### config.mk
export PLATFORM = sky130hd
export DESIGN_NAME = rvl_ctrl
export DESIGN_NICKNAME = d
export VERILOG_FILES = /design/src/sv/rvl_pkg.sv /design/src/sv/rvl_ctrl.sv
export SDC_FILE = /design/constraint.sdc
export NUM_CORES = 1
export LEC_CHECK = 0
export BUFFER_PORTS_ARGS = -buffer_cell sky130_fd_sc_hd__buf_2
export CORE_MARGIN = 5
export CORE_UTILIZATION = 30
export DETAILED_ROUTE_END_ITERATION = 16
export PLACE_DENSITY_LB_ADDON = 0.2
export SLEW_MARGIN = 20
export SYNTH_ARGS = -nofsm -noshare
export SYNTH_HDL_FRONTEND = slang
export SYNTH_SLANG_ARGS = --single-unit
### constraint.sdc
create_clock -name clk -period 2.5 [get_ports clk]
set_input_delay 0.5 -clock clk [delete_from_list [all_inputs] [get_ports clk]]
set_output_delay 0.5 -clock clk [all_outputs]
set_load 0.05 [all_outputs]
### src/sv/rvl_pkg.sv
`timescale 1ns / 1ps

package rvl_pkg;

  localparam int MAX_ROWS_DEF       = 256;
  localparam int MAX_COLS_DEF       = 256;
  localparam int ELEVATION_BITS_DEF = 16;

  localparam int CFG_IDX_W  = 3;
  localparam int CFG_DATA_W = 16;

  localparam logic [CFG_IDX_W-1:0] CFG_USED_ROWS   = 3'd0;
  localparam logic [CFG_IDX_W-1:0] CFG_USED_COLS   = 3'd1;
  localparam logic [CFG_IDX_W-1:0] CFG_VIEW_COL    = 3'd2;
  localparam logic [CFG_IDX_W-1:0] CFG_VIEW_ROW    = 3'd3;
  localparam logic [CFG_IDX_W-1:0] CFG_VIEW_HEIGHT = 3'd4;

  localparam logic OP_LOAD  = 1'b0;
  localparam logic OP_QUERY = 1'b1;

  typedef struct packed {
    logic               op;
    logic [7:0]         cell_row;
    logic [7:0]         cell_col;
    logic signed [15:0] elevation;
  } in_word_t;

  typedef struct packed {
    logic visible;
    logic out_of_range;
  } out_word_t;

  // controller -> datapath
  typedef struct packed {
    logic accept;
    logic sq_init;
    logic sq_step;
    logic scale;
    logic issue;
    logic out_ld;
  } rvl_cmd_t;

  // datapath -> controller
  typedef struct packed {
    logic in_query;
    logic oor;
    logic sq_done;
    logic steps_zero;
    logic last_issue;
    logic blocked;
    logic pipe_empty;
    logic out_free;
  } rvl_stat_t;

endpackage

### src/sv/rvl_ctrl.sv
`timescale 1ns / 1ps

module rvl_ctrl import rvl_pkg::*; (
  input  logic      clk,
  input  logic      rst_n,
  input  logic      in_valid,
  output logic      in_stall,
  output rvl_cmd_t  cmd,
  input  rvl_stat_t st
);

  typedef enum logic [6:0] {
    S_IDLE  = 7'b0000001,
    S_CHECK = 7'b0000010,
    S_SQRT  = 7'b0000100,
    S_SCALE = 7'b0001000,
    S_WALK  = 7'b0010000,
    S_DRAIN = 7'b0100000,
    S_DONE  = 7'b1000000
  } state_t;

  state_t state_r, state_nxt;

  always_ff @(posedge clk) begin
    if (!rst_n) begin
      state_r <= S_IDLE;
    end else begin
      state_r <= state_nxt;
    end
  end

  assign in_stall = (state_r != S_IDLE);

  always_comb begin
    state_nxt = state_r;
    cmd       = '0;
    case (state_r)
      S_IDLE: begin
        cmd.accept = in_valid;
        if (in_valid && st.in_query) begin
          state_nxt = S_CHECK;
        end
      end
      S_CHECK: begin
        cmd.sq_init = 1'b1;
        state_nxt   = st.oor ? S_DONE : S_SQRT;
      end
      S_SQRT: begin
        if (st.sq_done) begin
          state_nxt = S_SCALE;
        end else begin
          cmd.sq_step = 1'b1;
        end
      end
      S_SCALE: begin
        if (st.steps_zero) begin
          state_nxt = S_DONE;
        end else begin
          cmd.scale = 1'b1;
          state_nxt = S_WALK;
        end
      end
      S_WALK: begin
        if (st.blocked) begin
          state_nxt = S_DRAIN;
        end else begin
          cmd.issue = 1'b1;
          if (st.last_issue) begin
            state_nxt = S_DRAIN;
          end
        end
      end
      S_DRAIN: begin
        if (st.pipe_empty) begin
          state_nxt = S_DONE;
        end
      end
      S_DONE: begin
        if (st.out_free) begin
          cmd.out_ld = 1'b1;
          state_nxt  = S_IDLE;
        end
      end
      default: begin
        state_nxt = S_IDLE;
      end
    endcase
  end

endmodule

==> flow_metrics.env <==
export IMPL_grt_pass1_wl_mm=2.511
export IMPL_slowest_stage="dfxtp_1"
export IMPL_largest_reg_flops=7
export IMPL_cts_buffers=3
export IMPL_ctsHtreeMaxLevel=1
export IMPL_hold_viol_final=0
export IMPL_setup_ws_ns=0.2103
export IMPL_skew_ns=0.003470
export IMPL_post_cts_buffers=0
export IMPL_cts_tree="done"
export IMPL_wirelength_mm=1.479
export IMPL_final_util_pct=39.34
export IMPL_antenna_found_initial=0
export IMPL_synthCells=70
export IMPL_die_height_um=52.10
export IMPL_yosys_warnings=0
export IMPL_start_util_pct=31.14
export IMPL_max_slew_margin_pct=73.37
export IMPL_clk_latency_ns=0.25
export IMPL_ys_seq_area_share_pct=26.35
export IMPL_cts_repair_resize_count=0
export IMPL_status="complete, no violations"
export IMPL_dr_wl_met3_um=58
export IMPL_cellPowerDensity_nw_per_um2=621.7
export IMPL_met2WireLength_um=718
export IMPL_worst_hold_path_type="in2reg"
export IMPL_grt_util_all_layers_pct=12.46
export IMPL_io_pins=18
export IMPL_drv_cap=0
export IMPL_setup_violations=0
export IMPL_synthDistinctLibCells=29
export IMPL_core_area_um2=1708
export IMPL_wl_per_cell_um=13.09
export IMPL_max_stage_delay_ns=0.51
export IMPL_io_buffers=17
export IMPL_grt_pass1_vias=589
export IMPL_via_per_inst=5.248
export IMPL_synth_top_cell_area_share_pct=26.35
export IMPL_drt_initial_drc_count=7
export IMPL_arrival_ns=1.79
export IMPL_crit_path_end_kind="primary output"
export IMPL_synth_area_leaders="dfxtp_1, nor3b_1, o211ai_1"
export IMPL_fmax_mhz=436.7
export IMPL_power_leakage_uw=0.0002870
export IMPL_antenna_left=0
export IMPL_drive_gt1_share_pct=29.55
export IMPL_wl_met1_um=685
export IMPL_rows=15
export IMPL_cts_root_buf="clkbuf_4"
export IMPL_syn_area_um2=531.8
export IMPL_ir_worst_vdd_mv=0.2941
export IMPL_gp_congestion=0.8379
export IMPL_dieArea_um2=2714
export IMPL_cts_sinks=7
export IMPL_cts_buffer_depth=2
export IMPL_min_period_ns=2.290
export IMPL_syn_avg_cell_area_um2=7.597
export IMPL_drtPass1Iterations=4
export IMPL_dp_slack_ns=0.4849
export IMPL_grt_max_degree=11
export IMPL_tightest_slew_ns=0.3964
export IMPL_reg_top3="state_r x7"
export IMPL_post_route_drc_count=0
export IMPL_critPathLaunchType="register"
export IMPL_worstPathCellList="nor3b_1, nand2_1, nor3_1, buf_2"
export IMPL_crit_type="reg2out"
export IMPL_final_max_slew_viol_count=0
export IMPL_ys_ff_latch=7
export IMPL_ctsHoldBuffers=0
export IMPL_dr_total_vias=593
export IMPL_place_hpwl_mm=1.132
export IMPL_top_register="state_r"
export IMPL_synthToLayoutAreaGrowth_pct=26.35
export IMPL_num_antenna_cells=0
export IMPL_crit_fanout=8
export IMPL_rsz0062_at_grt="false"
export IMPL_synth_largest_area_cell="dfxtp_1"
export IMPL_clk_pin_slew_ns=0.05
export IMPL_fin_nets=100
export IMPL_syn_nets=81
export IMPL_r2r_slack_ns=0.83
export IMPL_die_w_um=52.10
export IMPL_post_route_period_util_pct=91.59
export IMPL_grt_overflow=0
export IMPL_top_layer_used="met4"
export IMPL_crit_required_ns=2.00
[synthesized netlist by cell type]
library cell and count:
a31oi_1 2, a2bb2oi_1 1, nand2b_1 4, dfxtp_1 7, a21o_1 1, o21a_1 1
or3_4 1, nand2_1 3, or4b_1 1, nor4b_1 2, a21oi_1 3, clkbuf_1 3
nor2b_1 2, nor4_2 1, nor2_1 8, o211a_1 1, xor2_1 1, o21ai_0 2
o2111ai_1 1, nand4_1 1, nor3_1 6, nand3_1 2, inv_1 2, and3_1 1
o211ai_1 5, buf_6 1, nor3b_1 5, nand4b_1 1, o22ai_1 1
[cell usage in the layout, fill, tap and decap left out]
| cell | count |
|---|---|
| nand2_1 | 3 |
| nand4b_1 | 1 |
| nor4b_1 | 2 |
| o22ai_1 | 1 |
| nor3b_2 | 1 |
| o21ai_0 | 2 |
| a21o_1 | 1 |
| nand3_1 | 2 |
| nor3b_1 | 4 |
| nor2_1 | 7 |
| xor2_1 | 1 |
| o2111ai_1 | 1 |
| a21oi_1 | 3 |
| a31oi_1 | 2 |
| inv_1 | 2 |
| or4b_1 | 1 |
| clkbuf_1 | 1 |
| o211a_1 | 1 |
| nor4_2 | 1 |
| dfxtp_1 | 7 |
| buf_2 | 17 |
| o21a_1 | 1 |
| clkbuf_4 | 3 |
| nor3_1 | 5 |
| a2bb2oi_1 | 1 |
| nand2b_1 | 4 |
| nand4_1 | 1 |
| buf_4 | 1 |
| nor3_2 | 1 |
| nor2_2 | 1 |
| o211ai_1 | 5 |
| nor2b_1 | 2 |
| or3_4 | 1 |
| and3_1 | 1 |
[area by class of cell]
cell class | instances | area [um2]
repair buffers | 18 | 92.59
clock buffers | 4 | 26.28
well taps | 25 | 31.28
flip-flops and latches | 7 | 140.1
fillers | 184 | 1036
inverters | 2 | 7.507
multi-input cells | 57 | 374.1
[stage by stage]
| step | cells | hold WS [ns] | cell area, um2 | TNS [ns] | total power, uW |
|---|---|---|---|---|---|
| after floorplan | 70 | 0.5986 | 544.3 | -0.0001257 | 278.3 |
| after global placement | 109 | 0.6543 | 645.6 | 0 | 316.6 |
| after detailed placement | 109 | 0.6483 | 645.6 | 0 | 318.0 |
| after CTS | 113 | 0.5031 | 671.9 | 0 | 421.1 |
| after global routing | 113 | 0.4973 | 671.9 | 0 | 453.3 |
| final | 113 | 0.5054 | 671.9 | 0 | 417.7 |
[worst max-delay path: cells and delay by family (launching register included)]
kind                   cells  cell delay (ns)
flip-flops                 1             0.51
AND/OR/NAND/NOR            3             0.70
buffers and inverters      1             0.33
[layer usage]
metal	GRT usage [%]	vias to the layer above
met5	0	-
met4	5.240	0
met3	3.438	4
met2	20.29	12
met1	15.17	275
li1	-	302
[path summary, 6_finish.rpt]
| kind | from | to | depth (start not counted) |
|---|---|---|---|
| max | state_r[3]$_SDFFE_PN0P_ | cmd[2] | 4 |
| min | rst_n | state_r[0]$_SDFFE_PN1P_ | 2 |
| max reg2reg | state_r[0]$_SDFFE_PN1P_ | state_r[0]$_SDFFE_PN1P_ | 4 |
| min reg2reg | state_r[2]$_SDFFE_PN0P_ | state_r[3]$_SDFFE_PN0P_ | 2 |
[kinds of logic after synthesis]
kind of cell              after synthesis  share of synthesized area, %
xor gates and xnor gates                1                         1.647
and+or+nand+nor                        38                         43.06
buffers and inverters                   6                         5.647
AOI/OAI and AO/OA                      18                         23.30
DFF                                     7                         26.35
[report_power, final]
| group | internal (uW) | switching, uW |
|---|---|---|
| registers | 121 | 19.3 |
| clock network | 60.8 | 39.9 |
| logic | 65.2 | 112 |
(Power assumes the default switching activity.)
